File: config.mk
export PLATFORM = sky130hd
export DESIGN_NAME = cdiv_mult
export DESIGN_NICKNAME = d
export VERILOG_FILES = /design/src/cdiv_pkg.sv /design/src/cdiv_mult.sv
export SDC_FILE = /design/constraint.sdc
export NUM_CORES = 2
export LEC_CHECK = 0
export ABC_AREA = 1
export BUFFER_PORTS_ARGS = -buffer_cell sky130_fd_sc_hd__buf_2
export CORE_UTILIZATION = 60
export CTS_CLUSTER_DIAMETER = 60
export DETAILED_ROUTE_END_ITERATION = 8
export PLACE_DENSITY = 0.77
export SLEW_MARGIN = 20
export SYNTH_ARGS = -nofsm -noshare
export SYNTH_HDL_FRONTEND = slang
export SYNTH_SLANG_ARGS = --single-unit
export TNS_END_PERCENT = 50
File: constraint.sdc
create_clock -name clk -period 11.15 [get_ports clk]
set_clock_uncertainty 0.15 [all_clocks]
set_input_delay 1.115 -clock clk [delete_from_list [all_inputs] [get_ports clk]]
set_output_delay 1.115 -clock clk [all_outputs]
set_load 0.01 [all_outputs]
File: src/cdiv_pkg.sv
// complex divider package: widths, pipeline entry types and the divide step
// no dependencies
`default_nettype none
package cdiv_pkg;
  localparam int DataWidth = 16;
  localparam int FracOut = 16;
  localparam int OutWidth = 32;
  localparam int ProdW = 2 * DataWidth;
  localparam int MagW = 2 * DataWidth;
  localparam int DenW = 2 * DataWidth;
  localparam int DivW = MagW + FracOut + 1;
  localparam int CmpW = DivW + OutWidth;

  typedef struct packed {
    logic valid;
    logic signed [ProdW-1:0] ac;
    logic signed [ProdW-1:0] bd;
    logic signed [ProdW-1:0] bc;
    logic signed [ProdW-1:0] ad;
    logic signed [ProdW-1:0] cc;
    logic signed [ProdW-1:0] dd;
  } prod_t;

  typedef struct packed {
    logic [DenW-1:0] rem;
    logic [DivW-1:0] x;
    logic neg;
  } lane_t;

  typedef struct packed {
    logic valid;
    logic dz;
    logic [DenW-1:0] den;
    lane_t re;
    lane_t im;
  } div_t;

  // one restoring step: shift in next dividend bit, quotient bit shifts into x
  function automatic lane_t div_step(lane_t l, logic [DenW-1:0] den);
    lane_t o;
    logic [DenW:0] r2;
    logic [DenW:0] diff;
    r2 = {l.rem, l.x[DivW-1]};
    diff = r2 - {1'b0, den};
    o.neg = l.neg;
    if (!diff[DenW]) begin
      o.rem = diff[DenW-1:0];
      o.x = {l.x[DivW-2:0], 1'b1};
    end else begin
      o.rem = r2[DenW-1:0];
      o.x = {l.x[DivW-2:0], 1'b0};
    end
    return o;
  endfunction
endpackage
`default_nettype wire

File: src/cdiv_mult.sv
// complex divider front end: products, then numerators, magnitudes and denominator
// depends on cdiv_pkg
`default_nettype none
module cdiv_mult (
  input  wire logic clk,
  input  wire logic rst,
  input  wire logic en,
  input  wire logic in_valid,
  input  wire logic signed [cdiv_pkg::DataWidth-1:0] dividend_re,
  input  wire logic signed [cdiv_pkg::DataWidth-1:0] dividend_im,
  input  wire logic signed [cdiv_pkg::DataWidth-1:0] divisor_re,
  input  wire logic signed [cdiv_pkg::DataWidth-1:0] divisor_im,
  output cdiv_pkg::div_t q
);
  cdiv_pkg::prod_t p;
  cdiv_pkg::div_t q_next;
  logic signed [cdiv_pkg::ProdW:0] nre;
  logic signed [cdiv_pkg::ProdW:0] nim;
  logic [cdiv_pkg::ProdW:0] mre;
  logic [cdiv_pkg::ProdW:0] mim;

  always_ff @(posedge clk) begin
    if (en) begin
      p.ac <= dividend_re * divisor_re;
      p.bd <= dividend_im * divisor_im;
      p.bc <= dividend_im * divisor_re;
      p.ad <= dividend_re * divisor_im;
      p.cc <= divisor_re * divisor_re;
      p.dd <= divisor_im * divisor_im;
    end
    if (rst) p.valid <= 1'b0;
    else if (en) p.valid <= in_valid;
  end

  always_comb begin
    nre = {p.ac[cdiv_pkg::ProdW-1], p.ac} + {p.bd[cdiv_pkg::ProdW-1], p.bd};
    nim = {p.bc[cdiv_pkg::ProdW-1], p.bc} - {p.ad[cdiv_pkg::ProdW-1], p.ad};
    mre = nre[cdiv_pkg::ProdW] ? -nre : nre;
    mim = nim[cdiv_pkg::ProdW] ? -nim : nim;
    q_next.valid = p.valid;
    q_next.den = p.cc[cdiv_pkg::DenW-1:0] + p.dd[cdiv_pkg::DenW-1:0];
    q_next.dz = (q_next.den == '0);
    q_next.re.rem = '0;
    q_next.re.neg = nre[cdiv_pkg::ProdW];
    q_next.re.x = {mre[cdiv_pkg::MagW-1:0], {(cdiv_pkg::FracOut+1){1'b0}}};
    q_next.im.rem = '0;
    q_next.im.neg = nim[cdiv_pkg::ProdW];
    q_next.im.x = {mim[cdiv_pkg::MagW-1:0], {(cdiv_pkg::FracOut+1){1'b0}}};
  end

  always_ff @(posedge clk) begin
    if (en) begin
      q.dz <= q_next.dz;
      q.den <= q_next.den;
      q.re <= q_next.re;
      q.im <= q_next.im;
    end
    if (rst) q.valid <= 1'b0;
    else if (en) q.valid <= q_next.valid;
  end
endmodule
`default_nettype wire

# After elaboration in Yosys (flattened, before gate mapping)
# Cells that the tools add are included.
# op_classes
addsub	5
mul	6
muxes	2
n_reduce_logical	1
# op_table
op	count
$mul A16 B16 Y32	6
$mux W32	2
$neg A32 Y32	2
$add A32 B32 Y33	1
$sub A32 B32 Y33	1
$add A32 B32 Y32	1
$logic_not A32 Y1	1
# word_totals
reg_bits	293
in_bits	68
output_inout_bits	198
elab_cells	28

# Logic depth before layout (Yosys ltp)
# depth
ltp_word	3
ltp_mapped	30
depth_no_buf	28

# Least setup slack after synthesis
# OpenSTA, ideal clock, no wires.
# synth_path
path_kind	input to register
start	in divisor_im[5] (netlist name)
end	reg p[93] (netlist name), data pin
setup_ps	264
t_arrival_ps	6533
slack_ps	4203
stages	22
path_buffers	3
path_cell_list	clkbuf_1 clkbuf_1 clkbuf_1 nand2_1 fa_1 inv_1 fa_1 fa_1 fa_1 fa_1 inv_1 fa_1 inv_1 ha_1 nand2_1 nor3_1 nand3_1 nand3_1 nand3_1 nand2_1 a31oi_1 xor2_1
# synth_via
elab_chain_cells	1
# synth_lines
item	line_no	source
from (decl)	cdiv_mult.sv:12	input wire logic signed [cdiv_pkg::DataWidth-1:0] divisor_im,
$mul A16 B16 Y32	cdiv_mult.sv:27	p.ad <= dividend_re * divisor_im;
to (decl)	cdiv_mult.sv:15	cdiv_pkg::prod_t p;
# No other way between the ends.
# A chain may end at the register's enable or synchronous reset.

# Worst setup path in the final report
# layout_path
start	in divisor_im[2] (netlist name)
end	reg p[156] (netlist name), data pin
# layout_via
elab_chain_cells	1
# layout_lines
item	line_no	source
$mul A16 B16 Y32	cdiv_mult.sv:25	p.bd <= dividend_im * divisor_im;
# No other way between the ends.

==> results.json <==
{
  "dpl.cell_count": 10768,
  "ys_seq_area_frac": 0.115,
  "synth_commonest_cells": "2703 x inv_1, 2034 x nand2_1, 1516 x fa_1",
  "busiest_layer": "met2",
  "fin_crit_sh": 0.698,
  "cts_buffers": 44,
  "ant_nets": 0,
  "postCtsSetupRepairBufs": 0,
  "grt_pass1_vias": 61826,
  "synth.largest_area_cell": "fa_1",
  "route.detailed.drc": 0,
  "dieArea_mm2": 0.128,
  "fin_tns_setup_ps": 0,
  "synthArstFlopShare": 0,
  "cts_tree": "built",
  "yosysWarningCount": 0,
  "reg2reg_from": "p[128]",
  "start_util": 0.604,
  "ctsHtreeMaxLevel": 2,
  "grt_overflow": 0,
  "drive_gt1_frac": 0.0373,
  "met1_usage": 0.405,
  "fillers": 10629,
  "clk_pin_slew_ps": 50,
  "grt_pass1_wl_um": 313000,
  "synth_area_mm2": 0.0759,
  "grtUsageMet3": 0.0557,
  "drt_iter0_markers": 4154,
  "place_congestion": 0.938,
  "synth_top_area_share": 0.400,
  "synth_area_leaders": "fa_1 40%, inv_1 13%, edfxtp_1 11%, ha_1 10%, nand2_1 10%",
  "tightest_slew_ps": 1020,
  "grt_max_degree": 151,
  "clock_latency_ps": 650,
  "clock_sinks": 291,
  "met2_usage": 0.515,
  "layout.nets": 11361,
  "routed_via_density": 5.31,
  "worstPathMaxFanout": 28,
  "num_rows": 130,
  "min_path_type": "reg -> reg",
  "finalSetupViolCount": 0,
  "worstPathRequired_ps": 11360,
  "r2r_end": "q[127]",
  "synth-main-ff-cell": "edfxtp_1",
  "wl_um": 189000,
  "status": "finished clean",
  "cp-start-kind": "primary input",
  "yosysMostFrequentCell": "inv_1",
  "hold_depth": 2,
  "cts_root_buffer": "clkbuf_16",
  "antenna_found_initial": 14,
  "min-delay-start": "q[197]",
  "worst_ep_arrival_time_ps": 7990,
  "netlist_instances": 9166,
  "r2r_slack_ps": 7440,
  "ios": 266,
  "clockBufferDepth": 3,
  "synth-seq-cells": 291,
  "io_buffers": 167,
  "rr_worst_depth": 20,
  "fmax_mhz": 129,
  "die_w_um": 358,
  "worstSetupPathType": "in -> reg",
  "die_y_um": 358,
  "cts-hold-fix-buffers": 0,
  "drv_cap": 0,
  "ys_types": 59,
  "min_period_ps": 7780,
  "rsz0062_at_grt": "false",
  "wl_per_cell_um": 17.4,
  "synth_area_per_cell_um2": 8.28,
  "syn_to_final_growth_pct": 4.56,
  "synth_edf_count": 289,
  "finalHoldViolCount": 0,
  "drt_first_pass_iters": 6,
  "drv_slew": 0,
  "grtUsageTotal": 0.310,
  "vias": 57653,
  "dpl.hpwl_um": 154000,
  "core_mm2": 0.126,
  "instances_no_fill": 10852,
  "min_to": "q[197]",
  "ctsResizeCount": 0,
  "relSlewSlack": 0.318,
  "cp-end-kind": "flip-flop"
}
final cells by class:
type	count	area [µm²]	share of cell area
tap	1650	2060	0.0260
clock inverter	26	352	0.00443
antenna	4	10.0	0.000126
multi-input combinational	5896	55600	0.701
inverter	2708	10200	0.128
sequential	291	8720	0.110
timing repair buffer	223	1290	0.0163
clock buffer	54	1140	0.0143
stage by stage:
stage | util | setup slack [ps] | hold slack (ps) | area, µm²
finish | 0.632 | 3370 | 311 | 79400
global route | 0.632 | 3100 | 334 | 79400
CTS | 0.632 | 3460 | 317 | 79400
detailed placement | 0.620 | 2810 | 309 | 77900
global placement | 0.620 | 2930 | 287 | 77900
floorplan | - | 4200 | 280 | 76300
metal layers:
| layer | up-vias | routed length, µm |
|---|---|---|
| met5 | - | 153 |
| met1 | 28453 | 75100 |
| met2 | 2269 | 90100 |
| li1 | 26446 | - |
| met3 | 463 | 15700 |
| met4 | 22 | 7800 |
layout by cell type (no fill, tap or decap), types with 5 or more instances in the layout:
master,n
nand3_1,187
o21ai_0,123
nand2_2,6
inv_1,2703
nand2_1,2034
edfxtp_1,289
or2_2,12
nor4_1,10
xnor2_2,5
o21bai_1,36
nor2_1,387
ha_1,613
o21a_1,18
buf_4,54
xnor2_1,112
buf_2,166
conb_1,98
xor2_1,202
nand3b_1,5
a21boi_0,9
nand4_1,66
o21ai_1,6
clkbuf_16,44
o31ai_1,7
inv_6,7
nor3_1,38
clkbuf_1,10
a21o_1,21
a21oi_1,293
o211ai_1,15
o221ai_1,7
fa_1,1516
nor2_2,5
a31oi_1,23
cells by family (layout without fill, tap and decap cells):
kind of cell               count (synthesis)  in the layout  share of synthesized area
adders and majority gates               2129           2129                      0.501
AOI/OAI and AO/OA                        584            584                     0.0443
buffers and inverters                   3076           3011                      0.157
DFF                                      291            291                      0.115
xor gates and xnor gates                 321            321                     0.0379
and+or+nand+nor                         2764           2764                      0.145
other                                      1            102                  0.0000494
critical path, stage by stage:
cell	delay, ps
buf_2	620
buf_4	420
nand2_1	170
fa_1	650
inv_1	140
fa_1	770
fa_1	510
fa_1	510
fa_1	490
inv_1	50
fa_1	470
inv_1	40
ha_1	350
nand2_1	160
nor4_1	620
nand2_1	120
o211ai_1	460
a21oi_1	150
xor2_1	170
registers in the layout (all words and copies together), names as in the netlist:
signal and flops:
p 191, q 100
worst max-delay path by stage:
stage              to           from  cells past startpoint  slack [ps]
2_1_floorplan   p[93]  divisor_im[5]                     22        4200
3_3_place_gp   p[156]  divisor_im[2]                     19        2930
3_5_place_dp   p[156]  divisor_im[2]                     19        2810
4_1_cts        p[156]  divisor_im[2]                     19        3460
5_1_grt        p[156]  divisor_im[2]                     19        3100
6_report       p[156]  divisor_im[2]                     19        3370
Power is left out: the tool's default activity adds up to more than one toggle a clock period on the data nets, which glitch-free logic cannot reach.
