`config.mk`:
```
export PLATFORM = sky130hd
export DESIGN_NAME = cdiv_step
export DESIGN_NICKNAME = d
export VERILOG_FILES = /design/src/cdiv_pkg.sv /design/src/cdiv_step.sv
export SDC_FILE = /design/constraint.sdc
export NUM_CORES = 1
export LEC_CHECK = 0
export BUFFER_PORTS_ARGS = -buffer_cell sky130_fd_sc_hd__clkbuf_2
export CAP_MARGIN = 0
export CORE_ASPECT_RATIO = 0.75
export CORE_MARGIN = 1.5
export CORE_UTILIZATION = 35
export DETAILED_ROUTE_END_ITERATION = 10
export PLACE_DENSITY = 0.72
export SYNTH_ARGS = -nofsm -noshare
export SYNTH_HDL_FRONTEND = slang
export SYNTH_SLANG_ARGS = --single-unit
export TNS_END_PERCENT = 5
```
`constraint.sdc`:
```
create_clock -name clk -period 4.7 [get_ports clk]
set_clock_uncertainty 0.2 [all_clocks]
set_input_delay 0.47 -clock clk [delete_from_list [all_inputs] [get_ports clk]]
set_output_delay 0.47 -clock clk [all_outputs]
set_load 0.02 [all_outputs]
```
`src/cdiv_pkg.sv`:
```
// complex divider package: widths, pipeline entry types and the divide step
// no dependencies
`default_nettype none
package cdiv_pkg;
  localparam int DataWidth = 16;
  localparam int FracOut = 16;
  localparam int OutWidth = 32;
  localparam int ProdW = 2 * DataWidth;
  localparam int MagW = 2 * DataWidth;
  localparam int DenW = 2 * DataWidth;
  localparam int DivW = MagW + FracOut + 1;
  localparam int CmpW = DivW + OutWidth;

  typedef struct packed {
    logic valid;
    logic signed [ProdW-1:0] ac;
    logic signed [ProdW-1:0] bd;
    logic signed [ProdW-1:0] bc;
    logic signed [ProdW-1:0] ad;
    logic signed [ProdW-1:0] cc;
    logic signed [ProdW-1:0] dd;
  } prod_t;

  typedef struct packed {
    logic [DenW-1:0] rem;
    logic [DivW-1:0] x;
    logic neg;
  } lane_t;

  typedef struct packed {
    logic valid;
    logic dz;
    logic [DenW-1:0] den;
    lane_t re;
    lane_t im;
  } div_t;

  // one restoring step: shift in next dividend bit, quotient bit shifts into x
  function automatic lane_t div_step(lane_t l, logic [DenW-1:0] den);
    lane_t o;
    logic [DenW:0] r2;
    logic [DenW:0] diff;
    r2 = {l.rem, l.x[DivW-1]};
    diff = r2 - {1'b0, den};
    o.neg = l.neg;
    if (!diff[DenW]) begin
      o.rem = diff[DenW-1:0];
      o.x = {l.x[DivW-2:0], 1'b1};
    end else begin
      o.rem = r2[DenW-1:0];
      o.x = {l.x[DivW-2:0], 1'b0};
    end
    return o;
  endfunction
endpackage
`default_nettype wire

```
`src/cdiv_step.sv`:
```
// complex divider: one registered restoring division step for both lanes
// depends on cdiv_pkg
`default_nettype none
module cdiv_step (
  input  wire logic clk,
  input  wire logic rst,
  input  wire logic en,
  input  wire cdiv_pkg::div_t d,
  output cdiv_pkg::div_t q
);
  always_ff @(posedge clk) begin
    if (en) begin
      q.dz <= d.dz;
      q.den <= d.den;
      q.re <= cdiv_pkg::div_step(d.re, d.den);
      q.im <= cdiv_pkg::div_step(d.im, d.den);
    end
    if (rst) q.valid <= 1'b0;
    else if (en) q.valid <= d.valid;
  end
endmodule
`default_nettype wire

```
# == Word-level counts from Yosys, hierarchy flattened ==
# Cells that the tools add are included.
# totals
register_bits,198
latchBits,0
ram_bits,0
mem_bits_ro,0
input_bits,201
output_inout_bits,198
word_cells,13
memories,0
# op_classes
add_sub_neg,2
n_mul,0
div,0
magnitude_cmp,0
eq_ne,0
shifts,0
mux,2
bitwise_logic,0
reduce_logical,0
# op_table
operator,n
81-bit 2-to-1 mux,2
33-bit by 32-bit subtractor with 33-bit output,2

# == Longest topological paths before layout ==
# Gate-level depths: netlist of run 1.
# depth
word_depth,2
ltp_mapped,15
depth_no_buf,13

# == Worst setup path after synthesis of run 1 ==
# No wires, ideal clock.
# synth_path
kind,in2reg
from,in d[131] in the netlist's numbering
to,"reg q[136] in the netlist's numbering, data pin"
setup_time_ns,0.260
arrival_time_ns,3.424
required_ns,4.240
slack_ns,0.816
path_stages,14
n_path_buf,1
cell_sequence,inv_1 -> ha_1 -> fa_1 -> and2b_1 -> o21ai_2 -> a21boi_2 -> o311ai_1 -> o2111ai_1 -> a31oi_1 -> or3_4 -> o41ai_4 -> xnor2_2 -> buf_6 -> mux2_4
# synth_between
elab_chain_cells,2
# synth_lines
item,line,source
start: declaration,cdiv_step.sv:8,"input wire cdiv_pkg::div_t d,"
33-bit by 32-bit subtractor with 33-bit output,cdiv_pkg.sv:44,"diff = r2 - {1'b0, den};"
81-bit 2-to-1 mux,cdiv_pkg.sv:46,if (!diff[DenW]) begin
end: declaration,cdiv_step.sv:9,output cdiv_pkg::div_t q
# Every way passes these cells.
# A chain may end at the register's enable or synchronous reset.

# == Final worst setup path of run 1 ==
# layout_path
from,in d[167] in the netlist's numbering
to,"reg q[56] in the netlist's numbering, data pin"
# Same word-level chain as after synthesis.

==> run_results.csv, run 1 <==
group,metric,value,unit
routing,ant_nets,0,
cts,postCtsSetupRepairBufs,0,
global_route,grt_max_degree,127,
synthesis,synth-seq-cells,198,
finish,largest_reg_flops,198,
routing,drc,0,
synthesis,syn-cell-area,0.01037,mm²
floorplan,boundaryPins,399,
global_route,track_usage,0.2125,
critical_path,worstPathCellList,"dlygate4sd3_1, clkbuf_2, inv_1, ha_1, o211ai_1, a21oi_1, o32ai_1, a21oi_2, a31oi_2, o31a_1, o31a_1, nor3_1, a311o_2, buf_4, mux2_4",
timing,post-route-min-period,4374,ps
floorplan,core-area,0.02912,mm²
critical_path,cpMaxStageDelayCell,"o32ai_1",
routing,routed_via_density,4.910,
global_route,grt_pass1_wl,48960,µm
timing,max_slew_margin,0.3307,
critical_path,worstSetupEndpointType,"flop",
cts,cts.sink_count,198,
finish,fin_nets,1576,
hold_path,hold_class,"primary input to flop",
placement,post-place-ws,250.3,ps
placement,portBuffers,398,
routing,vias,8440,
cts,ctsResizeCount,0,
synthesis,syn-num-nets,1046,
timing,timing.fmax,228.6,MHz
synthesis,yosysTopAreaCellShare,0.5705,
global_route,grt_overflow_total,0,
cts,clock-root-buffer,"clkbuf_16",
finish,fin_area,0.01474,mm²
critical_path,path_class,"primary input to flop",
cts,max-clock-path-buffers,2,
timing,final_hold_viol_count,0,
timing,fin_crit_sh,0.9306,
timing,maxSlewViolCount,0,
placement,gp_congestion,0.8764,
placement,place_hpwl,24830,µm
critical_path,cp.arrival,4370,ps
routing,drt-total-wl,32860,µm
global_route,first_global_vias,8504,
cts,clk_latency,450,ps
routing,route.detailed.wl_per_inst,19.11,µm
synthesis,synth_ff_type,"edfxtp_1",
power,total_power,5.225,mW
finish,syn_to_final_growth,42.11,%
synthesis,synth.most_common_cell,"edfxtp_1",
critical_path,required,4700,ps
global_route,antenna_found_initial,6,
routing,dr.pass1.iters,4,
floorplan,start_util,0.3561,
synthesis,synth_top_cells_by_area,"edfxtp_1 (57%), ha_1 (7.7%), mux2_4 (6.5%)",
floorplan,die_y,152.1,µm
critical_path,crit_path_start_kind,"primary input",
power,power.density,354.6,mW/mm²
outcome,status,"finished, final reports clean",
synthesis,syn_area_per_cell,13.31,µm²
synthesis,synth_edf_count,197,
critical_path,critPathMaxStageDelay,570,ps
job,cap_violations,0,
timing,worst_slack,326.2,ps
cts,cts_buffers,17,
routing,drtIter0Drc,452,
synthesis,synthDistinctLibCells,63,
finish,largestRegisters,"q: 198 flops",
synthesis,yosys_warnings,0,
timing,setup_violations,0,
synthesis,async_reset_ff_frac,0,
timing,worst_slew_pin_slew,1004,ps
critical_path,crit_fanout,11,
placement,placed_cell_area,0.01285,mm²
timing,fin_setup_tns,0,ps
power,p_leak,6.656,nW
cts,clkSlewWorstSetupHoldPaths,70,ps
cts,cts_tree,"built",
timing,rsz0062_at_grt,"false",
critical_path,cpMostUsedCell,"o31a_1",
synthesis,yosysSeqAreaShare,0.5724,
synthesis,synth_common_cells,"edfxtp_1 (197), ha_1 (64), a21oi_1 (60)",
floorplan,die_x,201.8,µm
power,peakVddDrop,250.9,µV
synthesis,netlist_instances,779,
cts,cts-htree-levels,4,
finish,top_register,"q",
synthesis,synth_top_area_cell,"edfxtp_1",
floorplan,die_area,0.03068,mm²
floorplan,row_count,54,
finish,drive_gt1_frac,0.3850,
## layer usage
| layer | routed length (µm) | global-route usage | vias to the layer above |
|---|---|---|---|
| met5 | 48 | 0 | - |
| met4 | 1307 | 0.09453 | 6 |
| met3 | 2257 | 0.06714 | 57 |
| met1 | 13410 | 0.2473 | 4064 |
| li1 | - | - | 4007 |
| met2 | 15840 | 0.3593 | 306 |
## layout make-up
| cell class | instances | area (µm²) |
|---|---|---|
| Fill cell | 2506 | 14380 |
| Sequential cell | 198 | 5936 |
| Multi-Input combinational cell | 513 | 4138 |
| Timing Repair Buffer | 530 | 3356 |
| Tap cell | 392 | 490.5 |
| Clock buffer | 17 | 425.4 |
| Clock inverter | 15 | 195.2 |
| Inverter | 49 | 183.9 |
| Antenna cell | 5 | 12.51 |
## layout by cell type (no fill, tap or decap), types with 4 or more instances in the layout
cell type and n:
o21bai_1 4, clkbuf_2 397, buf_12 4, a21oi_1 60
diode_2 5, or3_1 4, nand2b_1 8, clkinv_8 6
inv_1 49, mux2_2 12, nor3_1 11, xnor2_1 34
o21a_1 11, clkbuf_16 17, o211ai_1 8, xor2_1 21
o21ai_0 29, mux2i_1 11, a31oi_1 8, a211oi_1 5
nand2_1 48, nand3_1 12, nand4_1 7, mux2_4 45
edfxtp_1 197, nor2b_1 8, a21o_1 24, ha_1 64
nor2_1 31, dlygate4sd3_1 125, and3_1 4
## path summary, 6_finish.rpt
check	startpoint	end	slack, ps	depth (start not counted)
worst max-delay path	d[167]	q[56]$_DFFE_PP_	330	15
worst min-delay path	d[171]	q[171]$_DFFE_PP_	20	1
worst max register to register	q[197]$_SDFFE_PP0P_	q[197]$_SDFFE_PP0P_	3910	2
worst min register to register	q[197]$_SDFFE_PP0P_	q[197]$_SDFFE_PP0P_	320	2
## through the flow
step / utilization / hold WS [ps] / instances
6_report: 0.5061 / 23.53 / 1719
3_3_place_gp: 0.4414 / 298.6 / 1557
4_1_cts: 0.5053 / 3.508 / 1713
5_1_grt: 0.5056 / 7.128 / 1714
2_1_floorplan: - / 342.4 / 779
3_5_place_dp: 0.4414 / 304.3 / 1557
## where the power goes
part / internal, mW / total [mW] / switching, mW
clock: 0.733 / 1.52 / 0.790
sequential: 2.18 / 2.24 / 0.0600
combinational: 0.646 / 1.46 / 0.819
## worst max-delay path, delay by kind of cell
kind,cells,cell delay (ps)
AOI/OAI and AO/OA,8,2250
buffers and inverters,4,900
and+or+nand+nor,1,80
muxes,1,310
adders and majority gates,1,350
## what timing repair did
action,CTS,global route
hold buffers,124,1
hold endpoints to repair,124,1
endpoints found under the setup margin,0,0
## kinds of logic (layout without fill, tap and decap cells)
group,after synthesis,in the layout,share of synthesized area
adders and majority gates,66,66,0.08108
other,0,5,0
and+or+nand+nor,144,144,0.06684
buffers and inverters,68,611,0.02980
xor gates and xnor gates,56,56,0.04802
muxes,68,68,0.08880
DFF,198,198,0.5724
AOI/OAI and AO/OA,179,179,0.1131
Power figures use the tool's default switching activity.
==> run 2, diff against run 1 <==
Settings changed: ABC_AREA set to 1, BUFFER_PORTS_ARGS -buffer_cell sky130_fd_sc_hd__clkbuf_2 to not set, DONT_BUFFER_PORTS set to 1, PLACE_DENSITY 0.72 to 0.61.
==> run 2 against run 1 <==
  * Sequential power increased by 12%
  * Via count increased by 24%
  * Cell count increased by 29%
  * Sequential cell count unchanged
  * Synthesized cell count increased by 97%
  * Global-route usage increased by 0.55 points
  * Clock power increased by 3%
  * Die area increased by 19%
  * Area after synthesis increased by 19%
  * Combinational power decreased by 28%
  * Utilization decreased by 6.3 points
  * Hold slack improved by 4.4 ps
==> run_results.csv, run 2 <==
group,metric,value,unit
critical_path,critPathTopFamily,"simple AND/OR/NAND/NOR gates",
timing,hold_slack,27.96,ps
routing,wl_met3,2645,µm
finish,layout_common_cells,"nand2_1 (629), inv_1 (288), edfxtp_1 (197)",
timing,worst_slack,2299,ps
synthesis,netlist_instances,1534,
synthesis,syn_area_per_cell,8.041,µm²
placement,gp_congestion,0.9243,
finish,fin_area,0.01537,mm²
cts,clk_latency,450,ps
routing,drc,0,
floorplan,die_x,219.8,µm
cts,cts.sink_count,198,
timing,fin_setup_tns,0,ps
routing,vias,10430,
global_route,track_usage,0.2180,
synthesis,synth.most_common_cell,"nand2_1",
hold_path,hold_start,"d[75]",
routing,route.detailed.wl_per_inst,18.31,µm
placement,portBuffers,0,
synthesis,synth_common_cells,"nand2_1 (629), inv_1 (288), edfxtp_1 (197)",
floorplan,row_count,59,
outcome,status,"finished, final reports clean",
routing,wl_met2,19000,µm
floorplan,start_util,0.3555,
synthesis,synth_top_cells_by_area,"edfxtp_1 (48%), nand2_1 (19%), inv_1 (8.8%)",
critical_path,critPathMaxStageDelay,420,ps
synthesis,synthDistinctLibCells,31,
finish,largestRegisters,"q: 198 flops",
hold_path,hold_path_depth,2,
synthesis,synth_ff_type,"edfxtp_1",
routing,ant_nets,0,
finish,largest_reg_flops,198,
critical_path,cpMaxStageDelayCell,"fa_1",
placement,place_hpwl,30720,µm
global_route,first_global_vias,10050,
cts,cts-htree-levels,4,
critical_path,crit_fanout,32,
routing,drt-met1-wl,18050,µm
critical_path,ff2ff_path_depth,3,
timing,fin_crit_sh,0.5108,
timing,post-route-min-period,2401,ps
synthesis,yosysSeqAreaShare,0.4812,
placement,post-place-ws,1844,ps
critical_path,r2r_slack,3210,ps
routing,top_layer_used,"met4",
power,p_leak,7.528,nW
power,power.density,332.0,mW/mm²
synthesis,yosys_warnings,0,
timing,maxSlewViolCount,0,
floorplan,die_y,165.6,µm
finish,syn_to_final_growth,24.58,%
timing,rsz0062_at_grt,"false",
synthesis,async_reset_ff_frac,0,
critical_path,worstSetupEndpointType,"flop",
critical_path,r2r_end,"q[197]$_SDFFE_PP0P_",
cts,cts_tree,"built",
finish,drive_gt1_frac,0.06050,
routing,dr.pass1.iters,6,
critical_path,required,4710,ps
timing,worst_slew_pin_slew,616.0,ps
routing,routed_via_density,4.722,
synthesis,yosysTopAreaCellShare,0.4796,
floorplan,boundaryPins,399,
hold_path,holdPathEnd,"q[76]$_DFFE_PP_",
routing,drt-total-wl,40450,µm
synthesis,synth_edf_count,197,
hold_path,hold_class,"primary input to flop",
timing,setup_violations,0,
cts,max-clock-path-buffers,2,
timing,max_slew_margin,0.5893,
critical_path,path_class,"primary input to flop",
critical_path,crit_path_start_kind,"primary input",
power,peakVddDrop,156.3,µV
global_route,antenna_found_initial,0,
cts,clock-root-buffer,"clkbuf_16",
finish,top_register,"q",
cts,cts_buffers,17,
cts,clkSlewWorstSetupHoldPaths,70,ps
finish,fin_util,0.4429,
timing,timing.fmax,416.6,MHz
floorplan,die_area,0.03639,mm²
synthesis,syn-num-nets,1801,
global_route,grt_overflow_total,0,
finish,mostFrequentLayoutCell,"nand2_1",
job,cap_violations,0,
critical_path,crit_buf_inv,2,
placement,placed_cell_area,0.01274,mm²
synthesis,synth_top_area_cell,"edfxtp_1",
finish,n_antenna_cell,0,
floorplan,core-area,0.03470,mm²
finish,fin_nets,2006,
global_route,grt_pass1_wl,58460,µm
global_route,grt_max_degree,199,
critical_path,worstPathCellList,"inv_1, ha_1, fa_1, inv_1, nand2_1, nand2_1, nand3_1, nand2_2, nand2_2, nand2_2, nand2_2, nand3_1, nand2_4, nand2_1, nand2_1",
critical_path,cp.arrival,2410,ps
synthesis,synth-seq-cells,198,
synthesis,syn-cell-area,0.01233,mm²
routing,drtIter0Drc,731,
critical_path,reg2reg_from,"q[197]$_SDFFE_PP0P_",
timing,final_hold_viol_count,0,
==> run 2: cell count changes after synthesis, moves of 32 or more <==
cell,change
nand2_1,+581
inv_1,+239
nand2_2,+52
nand3_1,+52
mux2_4,-45
nor2_1,+45
xnor2_1,-32
==> run 2: logic make-up (layout without fill, tap and decap cells) <==
| logic type | Yosys count | count (layout) | share of synthesized area |
|---|---|---|---|
| flops | 198 | 198 | 0.4812 |
| fa+ha+maj | 66 | 66 | 0.06817 |
| mux | 1 | 1 | 0.0008116 |
| xor+xnor | 30 | 30 | 0.02130 |
| simple gates | 873 | 873 | 0.2959 |
| buf+inv | 301 | 519 | 0.1016 |
| compound gates | 65 | 65 | 0.03094 |
==> run 2: worst max path at each step <==
stage	cells past startpoint	endpoint	start	slack [ps]
global placement	15	q[81]$_DFFE_PP_	d[49]	1890
floorplan	16	q[53]$_DFFE_PP_	d[49]	2190
global route	14	q[163]$_DFFE_PP_	d[182]	2160
finish	15	q[76]$_DFFE_PP_	d[49]	2300
CTS	15	q[76]$_DFFE_PP_	d[49]	2340
detailed placement	15	q[76]$_DFFE_PP_	d[49]	1840
==> run 2: cell type report <==
type / count / area [µm²]
Tap cell: 457 / 571.8
Inverter: 289 / 1085
Fill cell: 3419 / 19330
Multi-Input combinational cell: 1035 / 5145
Sequential cell: 198 / 5936
Clock buffer: 17 / 425.4
Clock inverter: 15 / 186.4
Timing Repair Buffer: 198 / 2017
==> run 2: metrics by stage <==
step	total power [mW]	cells
after floorplan	3.179	1534
after global placement	3.393	1979
after detailed placement	3.399	1979
after CTS	5.110	2207
after global routing	5.351	2209
final	5.101	2209
==> run 2: power by group <==
group / internal (mW) / switching [mW] / leakage, nW
Sequential: 2.18 / 0.320 / 1.93
Clock: 0.767 / 0.790 / 0.293
Combinational: 0.393 / 0.654 / 5.30
==> run 2: what timing repair did <==
item / CTS / global route
hold buffers: 196 / 2
endpoints found under the hold margin: 392 / 121
buffers inserted: 0 / 0
resized for setup: 0 / 0
==> run 2: per-layer routing <==
metal	vias up	track usage
li1	5203	-
met1	4847	0.2958
met2	347	0.3509
met3	35	0.04853
met4	0	0.05659
met5	-	0
